===== src/hdl/ktiv_ram.sv =====
// Generic single-write, single-read RAM with registered read data.
`default_nettype none
module ktiv_ram #(
  parameter int unsigned WIDTH = 32,
  parameter int unsigned DEPTH = 64,
  localparam int unsigned AW   = $clog2(DEPTH)
) (
  input  logic             clk_i,
  input  logic             we_i,
  input  logic [AW-1:0]    waddr_i,
  input  logic [WIDTH-1:0] wdata_i,
  input  logic [AW-1:0]    raddr_i,
  output logic [WIDTH-1:0] rdata_o
);

  logic [WIDTH-1:0] mem_q [DEPTH];
  logic [WIDTH-1:0] rdata_q;

  always_ff @(posedge clk_i) begin
    if (we_i) begin
      mem_q[waddr_i] <= wdata_i;
    end
    rdata_q <= mem_q[raddr_i];
  end

  assign rdata_o = rdata_q;

endmodule
`default_nettype wire


===== config.mk =====
export PLATFORM = sky130hd
export DESIGN_NAME = ktiv_ram
export DESIGN_NICKNAME = d
export VERILOG_FILES = /design/src/hdl/ktiv_ram.sv
export SDC_FILE = /design/constraint.sdc
export NUM_CORES = 2
export LEC_CHECK = 0
export ABC_CLOCK_PERIOD_IN_PS = 5200
export BUFFER_PORTS_ARGS = -buffer_cell sky130_fd_sc_hd__buf_2
export CORE_ASPECT_RATIO = 2
export CORE_MARGIN = 1
export CORE_UTILIZATION = 63
export CTS_CLUSTER_DIAMETER = 120
export DETAILED_ROUTE_END_ITERATION = 6
export HOLD_SLACK_MARGIN = 0.03
export PLACE_DENSITY_LB_ADDON = 0.12
export RECOVER_POWER = 100
export SLEW_MARGIN = 20
export SYNTH_ARGS = -nofsm -noshare
export SYNTH_HDL_FRONTEND = slang
export SYNTH_SLANG_ARGS = --single-unit
export TNS_END_PERCENT = 30

===== constraint.sdc =====
create_clock -name clk_i -period 5.2 [get_ports clk_i]
set_input_delay 1.56 -clock clk_i [delete_from_list [all_inputs] [get_ports clk_i]]
set_output_delay 1.56 -clock clk_i [all_outputs]
set_load 0.01 [all_outputs]

==> impl_metrics.json <==
{
  "swShare_pct": 20.9,
  "period_needed_ns": 4.62,
  "grt_pass1_wl_um": 288000,
  "cts_resized": 0,
  "violations": "max-capacitance violations, max-slew violations",
  "power_frac_seq_pct": 55.9,
  "firstDrtPassIters": 5,
  "die_y_um": 501,
  "grt-ovfl-total": 0,
  "post-route-util_pct": 70.8,
  "num_vias": 37700,
  "synth_area_leaders": "edfxtp_1 78%, mux4_2 16%, mux2i_1 1.2%",
  "initial_core_util_pct": 63.7,
  "syn-num-nets": 3370,
  "startpoint_type": "input pin",
  "pin_count": 78,
  "arrival_ns": 4.95,
  "yosysSeqAreaShare_pct": 79.1,
  "vdd_drop_max_uv": 412,
  "yosys.area.top_type_share_pct": 78.3,
  "ys.warnings.count": 0,
  "worst_slew_pin_slew_ns": 3.39,
  "htreeDepth": 4,
  "gp_congestion": 0.886,
  "fin_crit_sh_pct": 88.8,
  "critPathKind": "in2reg",
  "hpwl_um": 120000,
  "postSynthCellCount": 3324,
  "power_switching_mw": 6.99,
  "core_um2": 123000,
  "drt-initial-drc-count": 4523,
  "critPathMaxFanout": 32,
  "route.detailed.drc": 0,
  "grt_pass1_vias": 38800,
  "drive_above_1_share_pct": 25.9,
  "outcome": "complete, but fails checks",
  "clkPwrFrac_pct": 38.9,
  "die_w_um": 252,
  "setup_viol": 0,
  "avgViaCountPerCell": 7.03,
  "post_cts_buffers": 0,
  "drt-total-wl_um": 205000,
  "max-clock-path-buffers": 3,
  "syn_area_um2": 78500,
  "critPathCaptureType": "flip-flop",
  "slew_headroom_pct": -126,
  "async_flop_share_pct": 0,
  "report.power.total_mw": 33.4,
  "syn_to_final_growth_pct": 11.1,
  "hold_viol_final": 0,
  "synth_ff_type": "edfxtp_1",
  "numCtsBuffers": 165,
  "rsz0062_at_grt": "false",
  "hold_ws_ns": 0.742,
  "yosysMostFrequentCell": "edfxtp_1",
  "synthTopCellsByCount": "2,048 x edfxtp_1, 544 x mux4_2, 137 x nor2_1",
  "num_rows": 182,
  "cts_tree": "done",
  "p_comb_share_pct": 5.2,
  "fmax_mhz": 217,
  "layoutNonFillerInstCount": 5364,
  "syn-mean-instance-area_um2": 23.6,
  "clock_latency_ns": 0.81,
  "finalSetupTns_ns": 0,
  "cap_violations": 75,
  "synth-seq-cells": 2080,
  "ctsHoldBuffers": 0,
  "p_leak_nw": 27.0,
  "nNetsFinal": 3608,
  "grt_max_degree": 83,
  "cts_sinks": 2080,
  "synth_cell_types": 34,
  "p_per_area_nw_per_um2": 383,
  "wl_per_cell_um": 38.2,
  "postRouteAntennaNets": 0,
  "synth_edf_count": 2048,
  "grt_usage_pct": 33.7,
  "clock_skew_ns": 0.0315,
  "p_int_mw": 26.4,
  "port_buffers": 77,
  "critPathRequiredTime_ns": 5.53,
  "netlist.top_cell.by_area": "edfxtp_1",
  "clkSlewWorstSetupHoldPaths_ns": 0.07,
  "die_area_um2": 126000,
  "cts-root-buf": "clkbuf_16",
  "dp_cells": 5051,
  "antenna_found_initial": 19,
  "hold_path.class": "reg2reg",
  "drv_slew": 3136
}
==> metrics by stage <==
stage	worst slack, ns	instance area [um2]
6_report	0.581	87300
3_3_place_gp	0.444	82300
5_1_grt	0.594	87200
3_5_place_dp	0.423	82300
2_1_floorplan	0.480	78500
4_1_cts	1.25	87800
==> cell usage in the layout, fill, tap and decap left out, drive strengths merged, types with 26 or more instances in the layout <==
cell type	Yosys	layout
o22ai	84	84
edfxtp	2048	2048
mux2i	93	93
buf	108	110
a21oi	62	62
clkbuf	74	350
o221ai	27	27
mux4	544	544
nand2	26	26
clkinv	0	61
dfxtp	32	32
nor2	137	137
==> state kept, by name (all words and copies together), names as in the netlist <==
name / count
mem_q: 2048
rdata_o: 32
==> worst paths after layout <==
check | start | endpoint | slack [ns] | cells after the start
worst min-delay path | mem_q[13][17] | rdata_o[17] | 0.74 | 4
worst min register to register | mem_q[13][17] | rdata_o[17] | 0.74 | 4
worst max-delay path | we_i | mem_q[0][4] | 0.58 | 5
worst max register to register | mem_q[30][1] | rdata_o[1] | 2.71 | 4
==> per-layer routing <==
| metal | GRT usage [%] | wire [um] | up-vias |
|---|---|---|---|
| met5 | 0 | 80 | - |
| met4 | 18.7 | 13400 | 14 |
| met3 | 5.86 | 18000 | 559 |
| met2 | 57.3 | 107000 | 2284 |
| met1 | 41.2 | 66400 | 20100 |
| li1 | - | - | 14700 |
==> layout make-up <==
type	instances	area, um2
clock buffers	208	4460
flip-flops and latches	2080	62100
multi-input cells	1062	15700
repair buffers	253	1750
well taps	1656	2070
diodes	8	20.0
fillers	7158	35900
clock inverters	97	1090
==> worst max-delay path: stages <==
cell and delay, ns:
clkbuf_1 0.24, nor2b_1 0.35, nand2_1 0.44, nor2_4 0.20, clkbuf_1 2.15
==> power groups by stage <==
stage,clock network [mW],logic (mW),registers [mW]
after CTS,13.1,1.77,18.6
after global routing,13.7,1.80,18.7
final,13.0,1.74,18.7
after global placement,0,1.71,19.0
after detailed placement,0,1.76,19.0
after floorplan,0,0.903,19.0
==> kinds of logic after synthesis <==
kind of cell | count (synthesis) | share of synthesized area (%)
DFF | 2080 | 79.1
muxes | 637 | 16.8
and+or+nand+nor | 223 | 1.27
AOI/OAI and AO/OA | 202 | 1.67
buffers and inverters | 182 | 1.13
No activity file was read; power rests on OpenSTA's default activity.
