**src/hdl/ktiv_pkg.sv**
```systemverilog
// Package for the keyframe track interpolator: sizes, payload types, status codes.
`default_nettype none
package ktiv_pkg;

  localparam int unsigned MAX_KEYS  = 64;
  localparam int unsigned IDX_W     = $clog2(MAX_KEYS);
  localparam int unsigned FRAC_BITS = 24;
  localparam int unsigned TIME_W    = 32;
  localparam int unsigned VAL_W     = 32;
  localparam int unsigned COUNT_W   = 7;
  localparam int unsigned SLOT_W    = 6;
  localparam int unsigned VEC_W     = 3 * VAL_W;

  localparam logic [1:0] ST_OK     = 2'd0;
  localparam logic [1:0] ST_BEYOND = 2'd1;
  localparam logic [1:0] ST_ZERO   = 2'd2;

  localparam logic KIND_WRITE = 1'b0;
  localparam logic KIND_QUERY = 1'b1;

  typedef logic [IDX_W-1:0] idx_t;

  typedef struct packed {
    logic                    kind;
    logic [SLOT_W-1:0]       key_slot;
    logic [TIME_W-1:0]       key_time;
    logic signed [VAL_W-1:0] value_x;
    logic signed [VAL_W-1:0] value_y;
    logic signed [VAL_W-1:0] value_z;
    logic [TIME_W-1:0]       query_time;
  } in_item_t;

  typedef struct packed {
    logic signed [VAL_W-1:0] result_x;
    logic signed [VAL_W-1:0] result_y;
    logic signed [VAL_W-1:0] result_z;
    logic [1:0]              status;
  } out_item_t;

  typedef struct packed {
    logic signed [VAL_W-1:0] x;
    logic signed [VAL_W-1:0] y;
    logic signed [VAL_W-1:0] z;
  } vec_t;

  typedef struct packed {
    logic              start;
    logic [TIME_W-1:0] num;
    logic [TIME_W-1:0] den;
  } div_req_t;

  typedef struct packed {
    logic                 done;
    logic [FRAC_BITS-1:0] quot;
  } div_rsp_t;

  typedef struct packed {
    logic                 start;
    vec_t                 a;
    vec_t                 b;
    logic [FRAC_BITS-1:0] factor;
  } lerp_req_t;

  typedef struct packed {
    logic done;
    vec_t res;
  } lerp_rsp_t;

endpackage
`default_nettype wire

```
**src/hdl/ktiv_div.sv**
```systemverilog
// Restoring divider, one quotient bit per cycle, for the interpolation factor.
`default_nettype none
module ktiv_div import ktiv_pkg::*; (
  input  logic     clk_i,
  input  logic     rst_ni,
  input  div_req_t req_i,
  output div_rsp_t rsp_o
);

  localparam int unsigned CW = $clog2(FRAC_BITS);

  logic                 busy_q;
  logic                 done_q;
  logic [CW-1:0]        cnt_q;
  logic [TIME_W-1:0]    rem_q;
  logic [TIME_W-1:0]    den_q;
  logic [FRAC_BITS-1:0] quot_q;
  logic [TIME_W:0]      rem2;
  logic                 ge;

  // remainder stays below the divisor, so doubling fits one extra bit
  assign rem2 = {rem_q, 1'b0};
  assign ge   = rem2 >= {1'b0, den_q};

  always_ff @(posedge clk_i or negedge rst_ni) begin
    if (!rst_ni) begin
      busy_q <= 1'b0;
      done_q <= 1'b0;
      cnt_q  <= '0;
    end else begin
      done_q <= 1'b0;
      if (req_i.start) begin
        busy_q <= 1'b1;
        cnt_q  <= '0;
      end else if (busy_q) begin
        if (cnt_q == CW'(FRAC_BITS - 1)) begin
          busy_q <= 1'b0;
          done_q <= 1'b1;
        end else begin
          cnt_q <= cnt_q + 1'b1;
        end
      end
    end
  end

  always_ff @(posedge clk_i) begin
    if (req_i.start) begin
      rem_q <= req_i.num;
      den_q <= req_i.den;
    end else if (busy_q) begin
      rem_q  <= ge ? TIME_W'(rem2 - {1'b0, den_q}) : TIME_W'(rem2);
      quot_q <= {quot_q[FRAC_BITS-2:0], ge};
    end
  end

  assign rsp_o.done = done_q;
  assign rsp_o.quot = quot_q;

endmodule
`default_nettype wire

```
**config.mk**
```make
export PLATFORM = sky130hd
export DESIGN_NAME = ktiv_div
export DESIGN_NICKNAME = d
export VERILOG_FILES = /design/src/hdl/ktiv_pkg.sv /design/src/hdl/ktiv_div.sv
export SDC_FILE = /design/constraint.sdc
export NUM_CORES = 1
export LEC_CHECK = 0
export BUFFER_PORTS_ARGS = -buffer_cell sky130_fd_sc_hd__buf_2
export CORE_ASPECT_RATIO = 1.2
export CORE_UTILIZATION = 60
export CTS_BUF_LIST = sky130_fd_sc_hd__clkbuf_8
export DETAILED_ROUTE_END_ITERATION = 10
export GPL_TIMING_DRIVEN = 1
export PLACE_DENSITY = 0.93
export SKIP_CTS_REPAIR_TIMING = 1
export SLEW_MARGIN = 5
export SYNTH_ARGS = -nofsm -noshare
export SYNTH_HDL_FRONTEND = slang
export SYNTH_SLANG_ARGS = --single-unit
export TNS_END_PERCENT = 30
```
**constraint.sdc**
```tcl
create_clock -name clk_i -period 5 [get_ports clk_i]
set_clock_uncertainty 0.05 [all_clocks]
set_input_delay 0.75 -clock clk_i [delete_from_list [all_inputs] [get_ports clk_i]]
set_output_delay 0.75 -clock clk_i [all_outputs]
set_load 0.01 [all_outputs]
```
==> impl_summary.log <==
INFO  metric status = complete, no violations
INFO  metric cts_num_sinks = 95
INFO  metric post-layout-total-power = 3721 uW
INFO  metric critical_path_peak_fanout = 35
INFO  metric synthToLayoutAreaGrowth = 13.42%
INFO  metric worst_path_largest_cell_delay = 0.65 ns
INFO  metric first_pass_grt_wire_length = 19.53 mm
INFO  metric multi_input_area = 2465 um2
INFO  metric timing_max_transition_violations_final = 0
INFO  metric post_synth_inst_count = 530
INFO  metric mappedNetlistNets = 631
INFO  metric achievable-frequency = 0.2602 GHz
INFO  metric worst_hold_path_type = in2async
INFO  metric clockRootBuffer = clkbuf_8
INFO  metric peakVddDrop = 0.3367 mV
INFO  metric wirelength_per_cell = 16.07 um
INFO  metric timing.critical_path.arrival = 3.92 ns
INFO  metric synthDominantAreaCellType = edfxtp_1
INFO  metric clkLatencyLatePin = 0.38 ns
INFO  metric min_period_over_period = 76.85%
INFO  metric critical_path_start = rem_q[13]
INFO  metric drt_wl_total = 11.87 mm
INFO  metric crit-reg2reg-capture = rem_q[30]
INFO  metric io-pin-count = 92
INFO  metric drc = 0
INFO  metric grt_max_degree = 49
INFO  metric ff_latch_area = 2818 um2
INFO  metric post_layout_nonfiller_instances = 739
INFO  metric worst_slack = 1.157 ns
INFO  metric cts.reportedPaths.clkPinSlew = 0.10 ns
INFO  metric floorplan.initialDensity = 61.72%
INFO  metric tritoncts_clock_tree = done
INFO  metric detail_route.iter0.violations = 280
INFO  metric number_of_setup_violations_in_the_final_report = 0
INFO  metric syn-mean-instance-area = 10.47 um2
INFO  metric number_of_routed_nets_with_antenna_violations = 0
INFO  metric post_dp_cell_area = 6068 um2
INFO  metric synth_flop_cell = edfxtp_1
INFO  metric non_filler_cell_area_final = 6291 um2
INFO  metric cts-buffers-inserted = 9
INFO  metric cts_htree_levels = 3
INFO  metric type_of_destination_of_the_critical_path = register
INFO  metric rel_slew_slack = 30.62%
INFO  metric regToRegStartpoint = rem_q[13]
INFO  metric syn_area = 5547 um2
INFO  metric floorplan.die.width = 89.77 um
INFO  metric first_pass_iteration_count_of_the_detailed_router = 4
INFO  metric num-fill-cells = 674
INFO  metric r2r_slack = 1.16 ns
INFO  metric global_route.usage.total = 25.90%
INFO  metric detailedPlacementHpwl = 8.579 mm
INFO  metric critical_path.top_delay_family = simple AND/OR/NAND/NOR gates
INFO  metric pwr_density_cell = 591.4 nW/um2
INFO  metric placed_cell_count = 723
INFO  metric setup_tns = 0 ns
INFO  metric post-synth-top-area-fraction = 47.64%
INFO  metric timing.reg2reg.worst_path_depth = 11
INFO  metric worstSetupPathDepth = 11
INFO  metric ys_types = 63
INFO  metric static-leakage-power = 0.002808 uW
INFO  metric grt_setup_unrepaired = no
INFO  metric finalWeightedCongestion = 0.8985
INFO  metric finalHoldViolations = 0
INFO  metric pre_cts_ws = 1.222 ns
INFO  metric synth.yosys.seq_area_share = 50.80%
INFO  metric period_needed = 3.843 ns
INFO  metric via_per_inst = 5.854
INFO  metric initial_antenna_violation_count = 0
INFO  metric post_synth_main_area_contributors = edfxtp_1, ha_1, nand2_1
INFO  metric crit_type = reg2reg
INFO  metric critPathCapture = rem_q[30]
INFO  metric asyncSetResetFlopFracSynth = 7.368%
INFO  metric io_buffers = 91
INFO  metric design.final.nets = 715
INFO  metric worstPathRequired = 5.08 ns
INFO  metric max_slew.worst_pin.slew = 1.036 ns
INFO  metric dr_total_vias = 4326
INFO  metric timing.critical_path.buf_inv = 1
INFO  metric core_area = 8986 um2
INFO  metric die_y = 107.3 um
INFO  metric crit_path_cell_trace = ha_1, and4_4, and2_1, and4b_1, nor4_4, nand3_1, o21ai_4, inv_2, or3_1, o21ai_0, a211oi_2
INFO  metric die_area = 9635 um2
INFO  metric grt.overflow.total = 0
INFO  metric timing.critical_path.slowest_stage_cell = o21ai_4
INFO  metric cp-start-kind = register
INFO  metric postSynthRegisterBits = 95
INFO  metric grt_pass1_vias = 4247
INFO  metric drv.max_cap_violation_count = 0
INFO  metric drive_gt1_share = 20.52%
INFO  metric insertedDiodeCount = 0
INFO  metric number_of_synthesized_flops_with_an_enable_pin = 88
INFO  metric core.rowCount = 38
INFO  metric yosys_warnings = 0
INFO  metric cts-root-to-sink-buffers = 2
==> cell usage after synthesis (5+ instances only) <==
library cell and instances:
o21ai_0 19, nand2_1 60, a31oi_1 16, dfrtp_1 7, nor2b_1 5, buf_2 7
clkbuf_1 6, nor2_1 36, o211ai_1 6, and3_1 6, nand2b_1 5, o21ai_1 7
a21o_1 22, edfxtp_1 88, nand4_1 11, ha_1 33, a21oi_1 42, and2_1 6
xor2_1 12, xnor2_1 11, mux2i_1 6, inv_1 41, nand3_1 12
==> report_power, final <==
part / internal [uW] / leakage, uW / switching, uW / total, uW
clock network: 258 / 0.000110 / 300 / 558
logic: 790 / 0.00172 / 1170 / 1960
registers: 1100 / 0.000973 / 105 / 1210
total: 2150 / 0.00281 / 1570 / 3720
==> metal layers <==
| layer | share of wire, % | up-vias | track usage, % |
|---|---|---|---|
| met2 | 51 | 154 | 46.04 |
| met1 | 43 | 2045 | 30.67 |
| met3 | 4.8 | 22 | 4.873 |
| met4 | 2.0 | 0 | 11.48 |
| met5 | 0 | - | 0 |
| li1 | - | 2105 | - |
==> worst min-delay path by stage <==
stage | start | end | slack, ns | depth (start not counted)
after floorplan | rst_ni | busy_q | 0.40 | 0
after global placement | quot_q[1] | quot_q[2] | 0.38 | 0
after detailed placement | quot_q[16] | quot_q[17] | 0.38 | 0
after CTS | rst_ni | done_q | 0.12 | 1
after global routing | rst_ni | done_q | 0.12 | 1
final | rst_ni | done_q | 0.14 | 1
==> through the flow <==
step / utilization [%] / hold WS, ns
CTS: 70.01 / 0.1238
global route: 70.01 / 0.1189
floorplan: - / 0.4044
global placement: 67.53 / 0.3782
detailed placement: 67.53 / 0.3810
finish: 70.01 / 0.1366
==> registers in the layout (all words and copies together) (netlist names) <==
signal and flops:
quot_q 24, cnt_q 5, busy_q 1, den_q 32, done_q 1, rem_q 32
==> layout by cell type (no fill, tap or decap), types with 3 or more instances in the layout <==
cell type	instances
nand2_1	60
o21ai_1	7
nand4_1	11
or3_1	4
xnor2_1	11
a31oi_1	16
dfrtp_1	7
o21bai_1	4
a21o_1	22
and2_1	6
ha_1	33
and3_1	6
buf_4	3
a311oi_1	3
nor2_1	36
clkbuf_8	10
nand3_1	12
a21oi_1	42
nor2b_1	4
o21a_1	4
mux2i_1	6
o211ai_1	6
inv_1	41
xor2_1	12
buf_2	91
o31ai_1	3
nand2b_1	5
edfxtp_1	88
nor3_1	4
o21ai_0	19
==> area by class of cell <==
cell class | instances | share of cell area, %
multi-input cells | 372 | 39.18
inverters | 42 | 2.506
repair buffers | 94 | 7.597
clock buffers | 10 | 2.188
clock inverters | 6 | 1.352
flip-flops and latches | 95 | 44.79
well taps | 120 | 2.387
==> cell families (layout without fill, tap and decap cells) <==
logic type,count (synthesis),in the layout,synth area share (%)
mux,8,8,1.489
fa+ha+maj,34,34,7.805
buf+inv,63,152,4.805
xor+xnor,23,23,3.632
simple gates,161,161,14.17
compound gates,146,146,17.30
flops,95,95,50.80
Note: power is estimated with default switching activity, not from simulation.
