File: config.mk
export PLATFORM = sky130hd
export DESIGN_NAME = ktiv_lerp
export DESIGN_NICKNAME = d
export VERILOG_FILES = /design/src/hdl/ktiv_pkg.sv /design/src/hdl/ktiv_lerp.sv
export SDC_FILE = /design/constraint.sdc
export NUM_CORES = 2
export LEC_CHECK = 0
export BUFFER_PORTS_ARGS = -buffer_cell sky130_fd_sc_hd__buf_2
export CORE_MARGIN = 1.5
export CORE_UTILIZATION = 37
export CTS_CLUSTER_SIZE = 14
export DETAILED_ROUTE_END_ITERATION = 7
export HOLD_SLACK_MARGIN = 0.15
export PLACE_DENSITY_LB_ADDON = 0.15
export SLEW_MARGIN = 20
export SYNTH_ARGS = -nofsm -noshare
export SYNTH_HDL_FRONTEND = slang
export SYNTH_SLANG_ARGS = --single-unit
File: constraint.sdc
create_clock -name clk_i -period 20.1 [get_ports clk_i]
set_clock_uncertainty 0.1 [all_clocks]
set_input_delay 3.015 -clock clk_i [delete_from_list [all_inputs] [get_ports clk_i]]
set_output_delay 3.015 -clock clk_i [all_outputs]
set_load 0.02 [all_outputs]
File: src/hdl/ktiv_pkg.sv
// Package for the keyframe track interpolator: sizes, payload types, status codes.
`default_nettype none
package ktiv_pkg;

  localparam int unsigned MAX_KEYS  = 64;
  localparam int unsigned IDX_W     = $clog2(MAX_KEYS);
  localparam int unsigned FRAC_BITS = 24;
  localparam int unsigned TIME_W    = 32;
  localparam int unsigned VAL_W     = 32;
  localparam int unsigned COUNT_W   = 7;
  localparam int unsigned SLOT_W    = 6;
  localparam int unsigned VEC_W     = 3 * VAL_W;

  localparam logic [1:0] ST_OK     = 2'd0;
  localparam logic [1:0] ST_BEYOND = 2'd1;
  localparam logic [1:0] ST_ZERO   = 2'd2;

  localparam logic KIND_WRITE = 1'b0;
  localparam logic KIND_QUERY = 1'b1;

  typedef logic [IDX_W-1:0] idx_t;

  typedef struct packed {
    logic                    kind;
    logic [SLOT_W-1:0]       key_slot;
    logic [TIME_W-1:0]       key_time;
    logic signed [VAL_W-1:0] value_x;
    logic signed [VAL_W-1:0] value_y;
    logic signed [VAL_W-1:0] value_z;
    logic [TIME_W-1:0]       query_time;
  } in_item_t;

  typedef struct packed {
    logic signed [VAL_W-1:0] result_x;
    logic signed [VAL_W-1:0] result_y;
    logic signed [VAL_W-1:0] result_z;
    logic [1:0]              status;
  } out_item_t;

  typedef struct packed {
    logic signed [VAL_W-1:0] x;
    logic signed [VAL_W-1:0] y;
    logic signed [VAL_W-1:0] z;
  } vec_t;

  typedef struct packed {
    logic              start;
    logic [TIME_W-1:0] num;
    logic [TIME_W-1:0] den;
  } div_req_t;

  typedef struct packed {
    logic                 done;
    logic [FRAC_BITS-1:0] quot;
  } div_rsp_t;

  typedef struct packed {
    logic                 start;
    vec_t                 a;
    vec_t                 b;
    logic [FRAC_BITS-1:0] factor;
  } lerp_req_t;

  typedef struct packed {
    logic done;
    vec_t res;
  } lerp_rsp_t;

endpackage
`default_nettype wire

File: src/hdl/ktiv_lerp.sv
// Shared multiply-add unit: blends start and end keys one component at a time.
`default_nettype none
module ktiv_lerp import ktiv_pkg::*; (
  input  logic      clk_i,
  input  logic      rst_ni,
  input  lerp_req_t req_i,
  output lerp_rsp_t rsp_o
);

  localparam int unsigned PW = VAL_W + 1 + FRAC_BITS + 1;

  logic                    busy_q;
  logic                    phase_q;
  logic                    done_q;
  logic [1:0]              comp_q;
  logic signed [PW-1:0]    prod_q;
  vec_t                    res_q;
  logic signed [VAL_W-1:0] a_c;
  logic signed [VAL_W-1:0] b_c;
  logic signed [VAL_W:0]   delta;
  logic signed [FRAC_BITS:0] fs;
  logic signed [PW-1:0]    prod;
  logic signed [PW-1:0]    shifted;
  logic signed [VAL_W-1:0] sum;

  always_comb begin
    case (comp_q)
      2'd0: begin
        a_c = req_i.a.x;
        b_c = req_i.b.x;
      end
      2'd1: begin
        a_c = req_i.a.y;
        b_c = req_i.b.y;
      end
      default: begin
        a_c = req_i.a.z;
        b_c = req_i.b.z;
      end
    endcase
  end

  assign delta   = $signed({b_c[VAL_W-1], b_c}) - $signed({a_c[VAL_W-1], a_c});
  assign fs      = $signed({1'b0, req_i.factor});
  assign prod    = delta * fs;
  // arithmetic shift floors toward minus infinity
  assign shifted = prod_q >>> FRAC_BITS;
  assign sum     = a_c + shifted[VAL_W-1:0];

  always_ff @(posedge clk_i or negedge rst_ni) begin
    if (!rst_ni) begin
      busy_q  <= 1'b0;
      phase_q <= 1'b0;
      done_q  <= 1'b0;
      comp_q  <= '0;
    end else begin
      done_q <= 1'b0;
      if (req_i.start) begin
        busy_q  <= 1'b1;
        phase_q <= 1'b0;
        comp_q  <= '0;
      end else if (busy_q) begin
        phase_q <= !phase_q;
        if (phase_q) begin
          if (comp_q == 2'd2) begin
            busy_q <= 1'b0;
            done_q <= 1'b1;
          end else begin
            comp_q <= comp_q + 1'b1;
          end
        end
      end
    end
  end

  always_ff @(posedge clk_i) begin
    if (busy_q && !phase_q) begin
      prod_q <= prod;
    end
    if (busy_q && phase_q) begin
      case (comp_q)
        2'd0:    res_q.x <= sum;
        2'd1:    res_q.y <= sum;
        default: res_q.z <= sum;
      endcase
    end
  end

  assign rsp_o.done = done_q;
  assign rsp_o.res  = res_q;

endmodule
`default_nettype wire

==> impl_results.rst <==
.. list-table::
   :header-rows: 1

   * - Metric
     - Value
   * - Classification of the worst-slack hold path
     - flip-flop to flip-flop
   * - Die Wd
     - approximately 320 um
   * - CP most frequent cell
     - fa_1
   * - Violated checks
     - DRC
   * - Nets in the synthesized netlist
     - between 5k and 6k
   * - Count of pins on the block boundary
     - roughly 320
   * - Clock Latency Late Sink
     - around 440 ps
   * - Post-CTS setup buffers
     - 0
   * - Worst slew margin relative to its limit
     - 24.6%
   * - Final nets
     - between 5k and 6k
   * - Synth-to-layout area growth
     - 10.5%
   * - Clock net sink count
     - approximately 130
   * - Number of distinct library cell variants in the gate-level netlist after synthesis
     - 72
   * - Resized Gates After CTS
     - 0
   * - Layout cells sized above 1
     - ~11%
   * - Critical path required time
     - 20180 ps
   * - Cell accounting for the most synthesized area
     - fa_1
   * - Wire length per cell after detailed routing
     - around 22 um
   * - IO buf count
     - ~320
   * - Most frequent cell after synthesis
     - inv_1
   * - Reg clk slew, reported paths
     - 60 ps
   * - Critical Path Sink Type
     - flip-flop
   * - Die height
     - 316 um
   * - Initial detailed-routing violation count
     - between 1.5k and 2k
   * - Floorplan row count
     - 114
   * - Overall track demand over capacity in global routing
     - between 20% and 30%
   * - Global-route met2 utilization
     - between 30% and 40%
   * - Routed Antenna Nets
     - 0
   * - Post-Route Setup TNS
     - 0 ps
   * - List of most frequent post-synthesis cells
     - inv_1 (850), fa_1 (787), nand2_1 (476)
   * - Cells on worst reg2reg path
     - 39
   * - Total setup violations reported at the end of the flow
     - 0
   * - Launch point of the worst path
     - req_i[184]
   * - Netlist Area Pre-Place
     - 36300 um^2
   * - Termination of the worst setup path
     - prod_q[55]
   * - Iteration count of the initial detailed-routing pass
     - 7
   * - Sequential area share after synthesis
     - 10.9%
   * - Final Critical Period
     - ~14000 ps
   * - Detailed-route DRC error count
     - 40
   * - Maximum net fanout on the critical path
     - 48
   * - Largest stage delay on the critical path
     - 740 ps
   * - Type of the setup path with the least slack
     - input port to flip-flop
   * - Sum of net half-perimeters after detailed placement
     - 89600 um
   * - Max_cap viols
     - 0
   * - Global-route met1 utilization
     - between 30% and 40%
   * - Result of the run
     - finished, violations left
   * - Post-synth EDFFs
     - approximately 130
   * - Final hold viol count
     - 0
   * - CTS tree
     - done
   * - Root buf cell
     - clkbuf_16
   * - Number of buffers between clock root and the deepest sink
     - 2
   * - Grt met3 use
     - under 10%
   * - Dominant cells by area after synthesis
     - fa_1 (43%), edfxtp_1 (11%), inv_1 (8.8%)
   * - Via density
     - 5.11
   * - Overall die area
     - 99900 um^2
   * - Max Slew Vio Count
     - 0
   * - Clock buffer count from CTS
     - 17
   * - #FFs+latches synth
     - 133
   * - Remaining global-route overflow
     - 0
   * - Gr busiest metal
     - met2
   * - First-pass GRT wire length
     - 178000 um
   * - Starting utilization of the core area
     - a little under two fifths
   * - Largest net degree at the start of global routing
     - 80
   * - Ys flop type
     - edfxtp_1
   * - Type of origin of the critical path
     - input port
   * - Reg-to-reg critical path endpoint
     - prod_q[55]
   * - Count of mapped cells out of synthesis
     - 3890
   * - Weighted congestion reported at the end of routability-driven placement
     - ~0.89
   * - Cell with the largest stage delay on the worst path
     - a2111oi_2
   * - Total length of routed wires
     - approximately 120000 um
   * - Area share of the leading cell type in the synthesized netlist
     - between 40% and 50%
   * - Ys async rst share
     - 3.76%
   * - Initial antenna violation count
     - 4
   * - Post-CTS Hold Fix Bufs
     - 0
   * - Number of warning messages in the yosys log
     - 0
   * - # H-tree levels
     - 4
   * - Share of the clock period used by the worst path
     - between 60% and 70%
   * - Launch instance of the worst register-to-register path
     - comp_q[0]
   * - Worst-Margin Slew
     - 1130 ps
   * - Via count of the first global-routing pass
     - between 20k and 30k
   * - Hold_ws
     - 482 ps
   * - CORE AREA
     - roughly 97000 um^2
   * - Syn Area/Cell
     - 9.32 um^2
   * - Minimum setup slack among reg-to-reg paths
     - between 7000 and 8000 ps
   * - Fmax
     - between 70 and 80 MHz
   * - Worst Path Arrival
     - ~14000 ps
   * - Routed via count
     - roughly 27k
   * - RSZ-0062 raised after global routing
     - false
through the flow:
| step | setup slack (ps) | utilization [%] | instances | cell area [um^2] |
|---|---|---|---|---|
| 6_report | 6380 | 41.4 | 5356 | 40100 |
| 5_1_grt | 5870 | 41.4 | 5354 | 40100 |
| 4_1_cts | 6490 | 41.3 | 5353 | 40000 |
| 3_5_place_dp | 6060 | 40.8 | 5321 | 39500 |
| 3_3_place_gp | 6060 | 40.8 | 5321 | 39500 |
| 2_1_floorplan | 8080 | - | 3890 | 36300 |
state kept, by name (all words and copies together), names as in the netlist:
| name | flops |
|---|---|
| rsp_o | 96 |
| prod_q | 32 |
| comp_q | 2 |
| busy_q | 1 |
| done_q | 1 |
| phase_q | 1 |
layout by cell type, fill, tap and decap left out, types with 21 or more instances in the layout:
| cell | Yosys | layout |
|---|---|---|
| a21o_1 | 70 | 70 |
| buf_4 | 1 | 55 |
| edfxtp_1 | 128 | 128 |
| a22o_1 | 31 | 31 |
| inv_1 | 850 | 850 |
| buf_2 | 7 | 315 |
| nor2_1 | 68 | 66 |
| a21oi_1 | 90 | 90 |
| and2_1 | 399 | 399 |
| nand2b_1 | 31 | 31 |
| nand3_1 | 26 | 26 |
| nand3b_1 | 24 | 24 |
| xnor2_1 | 82 | 66 |
| nor3_1 | 30 | 29 |
| nand2_1 | 476 | 476 |
| fa_1 | 787 | 787 |
| nor2b_1 | 23 | 22 |
| xor2_1 | 30 | 21 |
| ha_1 | 218 | 214 |
| o21ai_0 | 41 | 41 |
| a22oi_1 | 33 | 33 |
| a31oi_1 | 24 | 24 |
| nand4_1 | 29 | 29 |
critical path, delay by kind of cell:
kind	cells	cell delay [ps]
AO/OA/AOI/OAI	13	3980
XOR/XNOR	1	130
adder cells (fa/ha/maj)	10	4530
buffers and inverters	6	600
AND/OR/NAND/NOR	8	1480
logic make-up after synthesis:
group | synth area share (%)
and+or+nand+nor | 16.1
buffers and inverters | 11.1
adders and majority gates | 51.1
AOI/OAI and AO/OA | 8.08
DFF | 10.9
xor gates and xnor gates | 2.71
muxes | 0.0828
layout make-up:
cell class / instances / area [um^2]
flip-flops and latches: 133 / 3970
multi-input cells: 2692 / 28700
fillers: 9730 / 56800
clock inverters: 14 / 130
diodes: 2 / 5.00
repair buffers: 371 / 2020
inverters: 850 / 3190
clock buffers: 18 / 429
well taps: 1276 / 1600
worst min path at each step:
stage,start,endpoint,slack (ps),depth (start not counted)
finish,comp_q[1],comp_q[1],480,2
global route,comp_q[1],comp_q[1],520,2
CTS,comp_q[1],comp_q[1],490,2
detailed placement,comp_q[1],comp_q[1],480,2
global placement,comp_q[1],comp_q[1],470,2
floorplan,busy_q,busy_q,430,1
metal layers:
metal / routed length, um / part of all wire [%] / vias up
li1: - / - / 12200
met3: 5740 / 4.9 / 143
met5: 40 / 0.034 / -
met2: 55100 / 47 / 776
met1: 53000 / 45 / 14200
met4: 2680 / 2.3 / 6
Power is left out: the tool's default activity adds up to more than one toggle a clock period on the data nets, which glitch-free logic cannot reach.
